### config.mk
export PLATFORM = sky130hd
export DESIGN_NAME = shuffled_lcg_uniform_generator
export DESIGN_NICKNAME = d
export VERILOG_FILES = /design/src/rtl/slcg_pkg.sv /design/src/rtl/slcg_mulmod.sv /design/src/rtl/shuffled_lcg_uniform_generator.sv
export SDC_FILE = /design/constraint.sdc
export NUM_CORES = 2
export LEC_CHECK = 0
export ABC_AREA = 0
export BUFFER_PORTS_ARGS = -buffer_cell sky130_fd_sc_hd__buf_2
export CAP_MARGIN = 20
export CORE_MARGIN = 1.5
export CORE_UTILIZATION = 30
export CTS_BUF_LIST = sky130_fd_sc_hd__clkbuf_8 sky130_fd_sc_hd__clkbuf_16
export DETAILED_ROUTE_END_ITERATION = 8
export PLACE_DENSITY_LB_ADDON = 0.25
export SLEW_MARGIN = 30
export SYNTH_ARGS = -nofsm -noshare
export SYNTH_HDL_FRONTEND = slang
export SYNTH_MEMORY_MAX_BITS = 65536
export SYNTH_SLANG_ARGS = --single-unit
### constraint.sdc
create_clock -name clk -period 10.2 [get_ports clk]
set_input_delay 2.04 -clock clk [delete_from_list [all_inputs] [get_ports clk]]
set_output_delay 2.04 -clock clk [all_outputs]
set_load 0.005 [all_outputs]
### src/rtl/slcg_pkg.sv
// ----------------------------------------------------------------------------
// slcg_pkg: shared constants and word type of the shuffled LCG generator
// Generator constants, output clamp and default sizes.
// ----------------------------------------------------------------------------
`default_nettype none

package slcg_pkg;

  // Generator word: a residue modulo 2^31-1.
  typedef logic [30:0] word_t;

  // Minimal-standard multiplier and Mersenne modulus.
  localparam logic [14:0] GEN_MUL = 15'd16807;
  localparam word_t       GEN_MOD = 31'h7FFF_FFFF;

  // Largest sample returned (just below one).
  localparam word_t SAMPLE_MAX = 31'd2147483389;

  // Default sizes.
  localparam int TABLE_SIZE_DEF  = 32;
  localparam int NUM_STREAMS_DEF = 4;

endpackage

`default_nettype wire

### src/rtl/slcg_mulmod.sv
// ----------------------------------------------------------------------------
// slcg_mulmod: one step of the multiplicative generator
// Registers x * 16807, then folds the product modulo 2^31-1. The result
// is valid in the cycle after the operand is presented.
// ----------------------------------------------------------------------------
`default_nettype none

module slcg_mulmod (
  input  wire logic           clk,
  input  wire slcg_pkg::word_t x,
  output      slcg_pkg::word_t y
);

  logic [45:0] prod;
  logic [31:0] fold_sum;

  always_ff @(posedge clk) begin
    prod <= 46'(x) * 46'(slcg_pkg::GEN_MUL);
  end

  // 2^31 == 1 mod M: add high part to low part, subtract M once if needed.
  always_comb begin
    fold_sum = 32'(prod[30:0]) + 32'(prod[45:31]);
    if (fold_sum >= 32'(slcg_pkg::GEN_MOD)) begin
      y = 31'(fold_sum - 32'(slcg_pkg::GEN_MOD));
    end else begin
      y = fold_sum[30:0];
    end
  end

endmodule

`default_nettype wire

### src/rtl/shuffled_lcg_uniform_generator.sv
// ----------------------------------------------------------------------------
// shuffled_lcg_uniform_generator: bank of minimal-standard generators with a
// Bays-Durham shuffle table per stream
// Each request draws from one stream, first (re)building its shuffle table
// when the request asks for a reseed or the stream was never initialized.
// ----------------------------------------------------------------------------
//
//  channel | dir | handshake             | fields
//  --------+-----+-----------------------+----------------------------------
//  request | in  | req_valid / req_ready | mode, stream, seed_value
//  result  | out | rsp_valid / rsp_ready | sample, was_initialized
//
// Draw steps on an initialized stream: accept, state read, multiply, fold
// and slot pick, table read-swap; a build runs generator steps first, one
// multiply and one fold per generator step.
// Reset: clear the sequencer, result valid and per-stream initialized bits;
// no memory sweep, an unmarked stream is rebuilt on its first request.
// Stalls: keep taking requests while a result waits; hold the last step until it leaves.
// ----------------------------------------------------------------------------
`default_nettype none

module shuffled_lcg_uniform_generator #(
  parameter int TABLE_SIZE  = slcg_pkg::TABLE_SIZE_DEF,
  parameter int NUM_STREAMS = slcg_pkg::NUM_STREAMS_DEF
) (
  input  wire logic        clk,
  input  wire logic        rst,
  input  wire logic        req_valid,
  output      logic        req_ready,
  input  wire logic        mode,
  input  wire logic [1:0]  stream,
  input  wire logic [30:0] seed_value,
  output      logic        rsp_valid,
  input  wire logic        rsp_ready,
  output      logic [30:0] sample,
  output      logic        was_initialized
);

  // Sizes.
  localparam int SW = (NUM_STREAMS > 1) ? $clog2(NUM_STREAMS) : 1;
  localparam int TW = $clog2(TABLE_SIZE);
  localparam int AW = SW + TW;
  localparam int TBL_DEPTH = 1 << AW;
  localparam int CW = $clog2(TABLE_SIZE + 8);

  // Slot pick: j = last / SLOT_DIV, done as an exact reciprocal multiply.
  localparam longint SLOT_DIV   = 1 + (longint'(slcg_pkg::GEN_MOD) - 1) / TABLE_SIZE;
  localparam int     SLOT_SHIFT = 31 + $clog2(SLOT_DIV);
  localparam logic [63:0] SLOT_RECIP64 =
      ((64'd1 << SLOT_SHIFT) + 64'(SLOT_DIV) - 64'd1) / 64'(SLOT_DIV);
  localparam logic [32:0] SLOT_RECIP = SLOT_RECIP64[32:0];

  // Sequencer codes.
  localparam logic [2:0] S_IDLE  = 3'd0;
  localparam logic [2:0] S_RDST  = 3'd1;
  localparam logic [2:0] S_IMUL  = 3'd2;
  localparam logic [2:0] S_IFOLD = 3'd3;
  localparam logic [2:0] S_DMUL  = 3'd4;
  localparam logic [2:0] S_DFOLD = 3'd5;
  localparam logic [2:0] S_DRD   = 3'd6;

  logic [2:0]            state;
  logic [NUM_STREAMS-1:0] st_valid;

  logic [SW-1:0]         s_reg;
  logic                  mode_reg;
  slcg_pkg::word_t       seed_reg;
  slcg_pkg::word_t       x_reg;
  slcg_pkg::word_t       last_reg;
  logic [CW-1:0]         cnt;
  logic                  init_flag;
  logic [TW-1:0]         slot_reg;
  logic [63:0]           slot_prod;

  // Stream state memory: {generator state, last_output} per stream.
  logic [61:0]           st_mem [0:NUM_STREAMS-1];
  logic [61:0]           st_q;
  logic                  st_we;

  // Shuffle table memory, one row of 2^TW slots per stream.
  slcg_pkg::word_t       tbl_mem [0:TBL_DEPTH-1];
  slcg_pkg::word_t       tbl_q;
  logic                  tbl_we;
  logic [AW-1:0]         tbl_waddr;
  slcg_pkg::word_t       tbl_wdata;
  logic [AW-1:0]         tbl_raddr;

  logic [6:0]            s_wrap;
  logic [SW-1:0]         s_in;
  slcg_pkg::word_t       seed_in;
  slcg_pkg::word_t       step_y;
  logic                  out_free;
  logic                  need_init;

  slcg_mulmod u_step (
    .clk (clk),
    .x   (x_reg),
    .y   (step_y)
  );

  // Wrap the stream number into range.
  always_comb begin
    s_wrap = {5'd0, stream};
    for (int i = 0; i < 3; i++) begin
      if (s_wrap >= 7'(NUM_STREAMS)) begin
        s_wrap = s_wrap - 7'(NUM_STREAMS);
      end
    end
  end
  assign s_in = s_wrap[SW-1:0];

  // Reseed value: reduce the modulus itself to zero, and zero becomes one.
  assign seed_in = (seed_value == 31'd0 || seed_value == slcg_pkg::GEN_MOD) ?
                   31'd1 : seed_value;

  assign req_ready = (state == S_IDLE);
  assign out_free  = !rsp_valid || rsp_ready;
  assign need_init = mode_reg || !st_valid[s_reg];

  // Finish a draw only when the output register can take the result.
  assign st_we  = (state == S_DRD) && out_free;
  assign tbl_we = ((state == S_IFOLD) && (cnt < CW'(TABLE_SIZE))) || st_we;

  always_comb begin
    if (state == S_IFOLD) begin
      tbl_waddr = {s_reg, cnt[TW-1:0]};
      tbl_wdata = step_y;
    end else begin
      tbl_waddr = {s_reg, slot_reg};
      tbl_wdata = x_reg;
    end
  end

  assign tbl_raddr = {s_reg, slot_prod[SLOT_SHIFT +: TW]};

  // Slot reciprocal multiply; last_reg is stable across the draw multiply.
  always_ff @(posedge clk) begin
    slot_prod <= 64'(last_reg) * 64'(SLOT_RECIP);
  end

  // Memories. Accesses are sequenced, so a read never meets a write to the
  // same entry in flight.
  always_ff @(posedge clk) begin
    if (state == S_IDLE) begin
      st_q <= st_mem[s_in];
    end
    if (st_we) begin
      st_mem[s_reg] <= {x_reg, tbl_q};
    end
  end

  always_ff @(posedge clk) begin
    if (state == S_DFOLD) begin
      tbl_q <= tbl_mem[tbl_raddr];
    end
    if (tbl_we) begin
      tbl_mem[tbl_waddr] <= tbl_wdata;
    end
  end

  // Sequencer.
  always_ff @(posedge clk) begin
    if (rst) begin
      state     <= S_IDLE;
      st_valid  <= '0;
      rsp_valid <= 1'b0;
    end else begin
      if (rsp_valid && rsp_ready) begin
        rsp_valid <= 1'b0;
      end
      case (state)
        S_IDLE: begin
          if (req_valid) begin
            s_reg    <= s_in;
            mode_reg <= mode;
            seed_reg <= seed_in;
            state    <= S_RDST;
          end
        end
        S_RDST: begin
          // Rebuild on reseed or first use; otherwise load the saved state.
          init_flag <= need_init;
          if (need_init) begin
            x_reg <= mode_reg ? seed_reg : 31'd1;
            cnt   <= CW'(TABLE_SIZE + 7);
            state <= S_IMUL;
          end else begin
            x_reg    <= st_q[61:31];
            last_reg <= st_q[30:0];
            state    <= S_DMUL;
          end
        end
        S_IMUL: begin
          state <= S_IFOLD;
        end
        S_IFOLD: begin
          // Last value written lands in slot 0 and becomes last_output.
          x_reg    <= step_y;
          last_reg <= step_y;
          if (cnt == '0) begin
            state <= S_DMUL;
          end else begin
            cnt   <= cnt - 1'b1;
            state <= S_IMUL;
          end
        end
        S_DMUL: begin
          state <= S_DFOLD;
        end
        S_DFOLD: begin
          x_reg    <= step_y;
          slot_reg <= slot_prod[SLOT_SHIFT +: TW];
          state    <= S_DRD;
        end
        S_DRD: begin
          // Swap: old slot value goes out, new generator value goes in.
          if (out_free) begin
            rsp_valid       <= 1'b1;
            sample          <= (tbl_q > slcg_pkg::SAMPLE_MAX) ?
                               slcg_pkg::SAMPLE_MAX : tbl_q;
            was_initialized <= init_flag;
            st_valid[s_reg] <= 1'b1;
            state           <= S_IDLE;
          end
        end
        default: begin
          state <= S_IDLE;
        end
      endcase
    end
  end

  // Generator values are never zero, so a zero sample means a stale slot.
  a_sample_nonzero: assert property (@(posedge clk) disable iff (rst)
    rsp_valid |-> sample != 31'd0)
    else $error("sample is zero");

  // A reseed always reports an initialization.
  a_reseed_inits: assert property (@(posedge clk) disable iff (rst)
    (state == S_DRD && mode_reg) |-> init_flag)
    else $error("reseed finished without initialization");

  // Finishing a draw raises the result and marks the stream initialized.
  a_finish: assert property (@(posedge clk) disable iff (rst)
    st_we |=> rsp_valid && st_valid[$past(s_reg)] && state == S_IDLE)
    else $error("draw finish lost");

  // Table writes stay inside the stream's row.
  a_slot_range: assert property (@(posedge clk) disable iff (rst)
    tbl_we |-> tbl_waddr[TW-1:0] < TW'(TABLE_SIZE - 1) ||
               tbl_waddr[TW-1:0] == TW'(TABLE_SIZE - 1))
    else $error("table slot out of range");

endmodule

`default_nettype wire
==> results.txt <==
The most critical setup path has its startpoint at x_reg[15]. The post-synthesis instance total came out at 7810. The total routing resource utilization after global routing is 0.171. The most numerous cell type found on the critical path is sky130_fd_sc_hd__inv_1. The detailed-route wire length per cell is around 31 um.

The worst register-to-register path begins at x_reg[15]. The detailed-route DRC error count came out at 0. After floorplanning, the core was divided into 279 placement rows. The max-slew headroom at the worst pin is 0.247.

The longest clock path from root to sink contains 4 buffers. The number of buffers and inverters on the critical path came out at 6. The worst setup path is launched from a register. Routability-driven placement finished with a final weighted congestion of 0.854. The endpoint identified for the worst register-to-register timing path is u_step.prod[38]. The upper clock frequency limit is 150 MHz. The peak ir drop on the vdd network came out at 0.000199 V. For this run the aggregate overflow at the end of global routing stands at 0. The total wire length after detailed routing came out at 509000 um. The number of top-level pins came out at a little over 70.

The share of synthesized registers carrying an async set or reset is 0. Fill cells in the final layout number 53400. The multi-input combinational cells in the finished layout cover a total of 42900 um2. In the post-route analysis, the smallest setup slack over all paths is 3.52 ns. The number of failing hold endpoints at the final stage is 0.

STA classifies the critical path endpoint as a register. The number of different library cells used by synthesis comes to 88. The power density over the cells came out at approximately 200 nW/um2. The worst setup path endpoint is u_step.prod[38]. The number of H-tree branching levels is 5.

The number of buffers created by CTS came out at 455. The starting density of the core is 0.301. The final critical delay including setup and external delays came out at 6.68 ns. Gates resized during post-CTS repair numbered 0.

Summed over all failing endpoints, the final setup total negative slack is 0 ns. The first global-routing pass estimated ~700000 um of wire. The path length in cells of the critical path is 23. In this run the horizontal extent of the chip is 765 um. The final cycle utilization of the critical path came out at 0.655.

The estimated wirelength of the detail-placed design came out at 288000 um. The hold path depth came out at 0. The via count is 83700. The part of the Yosys area used for sequential elements came out at 0.747.

After the first detailed-routing iteration, the DRC count stood at 9810. The depth of the worst register-to-register path came out at 23. The count of pins over their slew limit is 0.

The growth of design area from synthesis to finish is 15.7%. The final instance count without filler cells is between 15000 and 20000. The clock-pin slew on the worst setup and hold paths came out at 0.06 ns. For this run, the slowest stage of the critical path takes 0.57 ns.

Setup violations remaining at the end of the flow were counted as 0. The kind of cell with the highest combined delay along the critical path is adder cells. The initial antenna violation count came out at ~50.

The mean instance size in the synthesized netlist came out at 22.3 um2. The hold-fix buffer count after cts is 0. The largest individual stage delay along the critical path comes from the cell sky130_fd_sc_hd__edfxtp_1. The class of the tightest hold or removal check is register to register. The post-route worst hold slack came out at between 0.3 and 0.4 ns. TritonCTS built the clock tree. The TritonCTS sink count is 4352. In this run the register-to-register setup slack is 3.52 ns.

The count of TritonRoute iterations in the first routing pass came out at 7. The average vias per placed instance came out at 5.11. Among all flip-flop cells after synthesis, the most frequent one is sky130_fd_sc_hd__edfxtp_1. The count of flip-flops with a built-in enable after synthesis is 4293. The largest registers in the layout are tbl_mem x3968, st_mem x144, u_step.prod x46.

The synthesized flop and latch total came out at 4352. The post-CTS setup repair buffer count came out at 0. The analysis attributes to cell leakage a power of 63.7 nW. The setup slack at placement is 3.59 ns. The synthesized net count is 8186. The signal on the critical path passes through inv_1 > fa_1 > inv_1 > ha_1 > inv_1 > fa_1 > inv_1 > fa_1 > fa_1 > inv_1 > fa_1 > inv_1 > ha_1 > a21o_1 > a21o_1 > a31o_2 > a32o_1 > a211oi_1 > nor2_1 > o31ai_1 > o2bb2ai_1 > o21ai_0 > xor2_1. Of all nets on the critical path, the largest fanout is 10. At the pin with the least slew margin, the transition time is 1.10 ns. The total power draw is 40.6 mW. The worst endpoint data arrival time came out at 7.64 ns. Once placement completed, the tool counted placed cells totaling between 15000 and 20000. The required time reported for the critical path endpoint came out at 11.16 ns. The Yosys warning count came out at 0.

The tool flagged a number of max-cap violations equal to 0. Entering global routing, the biggest net connects 136 pins. The clock tree skew after final layout is 0.134 ns. The die height is 765 um. The fraction of final layout cells sized beyond drive strength 1 is 0.299. After detailed placement, the total cell area comes to 187000 um2.

The run finished with clean final reports. With fillers left out, the area of the finished cells amounts to 202000 um2. The net count reported at finish came out at about 8600. The footprint of the flip-flops and latches came out at ~130000 um2. The number of global-route vias before repair is 86200.

The die area is about 600000 um2. Input and output buffers added on the ports amount to approximately 70. The core area is 578000 um2.

The synthesized cell area is about 170000 um2. The flip-flop count of the largest register, all copies and words added came out at 3968. Setup repair after global routing left no endpoint under its margin. The setup path with the least slack is of type register to register.

The insertion delay to the later sink of the worst-skew pair is 1.10 ns. The final core utilization came out at 0.349. The register ranked first by flip-flop count is tbl_mem.

The antenna violation net count after detailed routing is 0. The tree is rooted in a sky130_fd_sc_hd__clkbuf_16.
-- synthesized netlist by cell type, types with 5 or more instances --
cell	count	area share
sky130_fd_sc_hd__mux4_2	1315	0.17
sky130_fd_sc_hd__nand4_1	27	0.00097
sky130_fd_sc_hd__mux2_2	23	0.0015
sky130_fd_sc_hd__and4_1	5	0.00025
sky130_fd_sc_hd__o21ai_0	74	0.0021
sky130_fd_sc_hd__nor2_1	228	0.0049
sky130_fd_sc_hd__buf_2	13	0.00037
sky130_fd_sc_hd__a31oi_1	26	0.00093
sky130_fd_sc_hd__edfxtp_1	4293	0.74
sky130_fd_sc_hd__a211oi_1	36	0.0016
sky130_fd_sc_hd__nor4_1	12	0.00043
sky130_fd_sc_hd__or3_1	7	0.00025
sky130_fd_sc_hd__o211ai_1	12	0.00052
sky130_fd_sc_hd__inv_1	323	0.0070
sky130_fd_sc_hd__o31ai_1	15	0.00065
sky130_fd_sc_hd__xnor2_1	42	0.0021
sky130_fd_sc_hd__nand2_1	152	0.0033
sky130_fd_sc_hd__a21o_1	35	0.0015
sky130_fd_sc_hd__a31o_2	6	0.00030
sky130_fd_sc_hd__and3_1	12	0.00043
sky130_fd_sc_hd__nor2b_1	13	0.00047
sky130_fd_sc_hd__or3_2	5	0.00022
sky130_fd_sc_hd__fa_1	134	0.015
sky130_fd_sc_hd__o21a_1	10	0.00043
sky130_fd_sc_hd__dfxtp_1	59	0.0068
sky130_fd_sc_hd__clkbuf_1	253	0.0054
sky130_fd_sc_hd__o21bai_1	8	0.00034
sky130_fd_sc_hd__nand2b_1	26	0.00093
sky130_fd_sc_hd__a21oi_1	76	0.0022
sky130_fd_sc_hd__ha_1	204	0.015
sky130_fd_sc_hd__mux2i_1	50	0.0029
sky130_fd_sc_hd__nor3_1	19	0.00055
sky130_fd_sc_hd__xor2_1	25	0.0013
sky130_fd_sc_hd__and2_1	34	0.0012
sky130_fd_sc_hd__buf_1	113	0.0024
sky130_fd_sc_hd__nand3b_1	10	0.00043
sky130_fd_sc_hd__nand3_1	37	0.0011
-- report_power, final --
group / internal, mW / switching (mW)
Sequential: 19.9 / 0.130
Clock: 9.20 / 7.13
Combinational: 1.44 / 2.73
Total: 30.6 / 9.99
-- layout by cell type, fill, tap and decap left out, drive strengths merged, types with 59 or more instances in the layout --
master | netlist | final
clkinv | 0 | 224
edfxtp | 4293 | 4293
buf | 129 | 367
clkbuf | 257 | 462
ha | 204 | 204
inv | 323 | 424
o21ai | 75 | 75
fa | 134 | 134
dfxtp | 59 | 59
mux4 | 1315 | 1315
a21oi | 78 | 78
nand2 | 153 | 153
nor2 | 228 | 228
-- worst min path at each step --
stage                       startpoint            end  slack, ns
after global placement    last_reg[29]  slot_prod[60]       0.33
after CTS                 last_reg[29]  slot_prod[60]       0.34
after detailed placement  last_reg[30]  slot_prod[61]       0.33
final                     last_reg[29]  slot_prod[60]       0.34
after floorplan           last_reg[26]  slot_prod[57]       0.32
after global routing      last_reg[29]  slot_prod[60]       0.36
-- logic make-up after synthesis --
logic type	count (synthesis)	synth area share
AND/OR/NAND/NOR	609	0.0166
multiplexers	1388	0.174
AO/OA/AOI/OAI	347	0.0134
XOR/XNOR	67	0.00337
adder cells (fa/ha/maj)	338	0.0300
buffers and inverters	709	0.0157
flip-flops	4352	0.747
-- per-layer routing --
metal	vias up	GRT usage	routed length [um]
met5	-	0	39
met4	6	0.0443	14100
met3	634	0.0279	35000
met2	3139	0.279	245000
met1	46400	0.238	215000
li1	33500	-	-
-- cell type report --
cell class,count,area share
antenna,17,0.000211
clock buffer,461,0.0570
clock inverter,382,0.0162
inverter,323,0.00601
multi-input combinational,2749,0.213
sequential,4352,0.645
tap,7727,0.0479
timing repair buffer,368,0.0148
No activity file was read; power rests on OpenSTA's default activity.
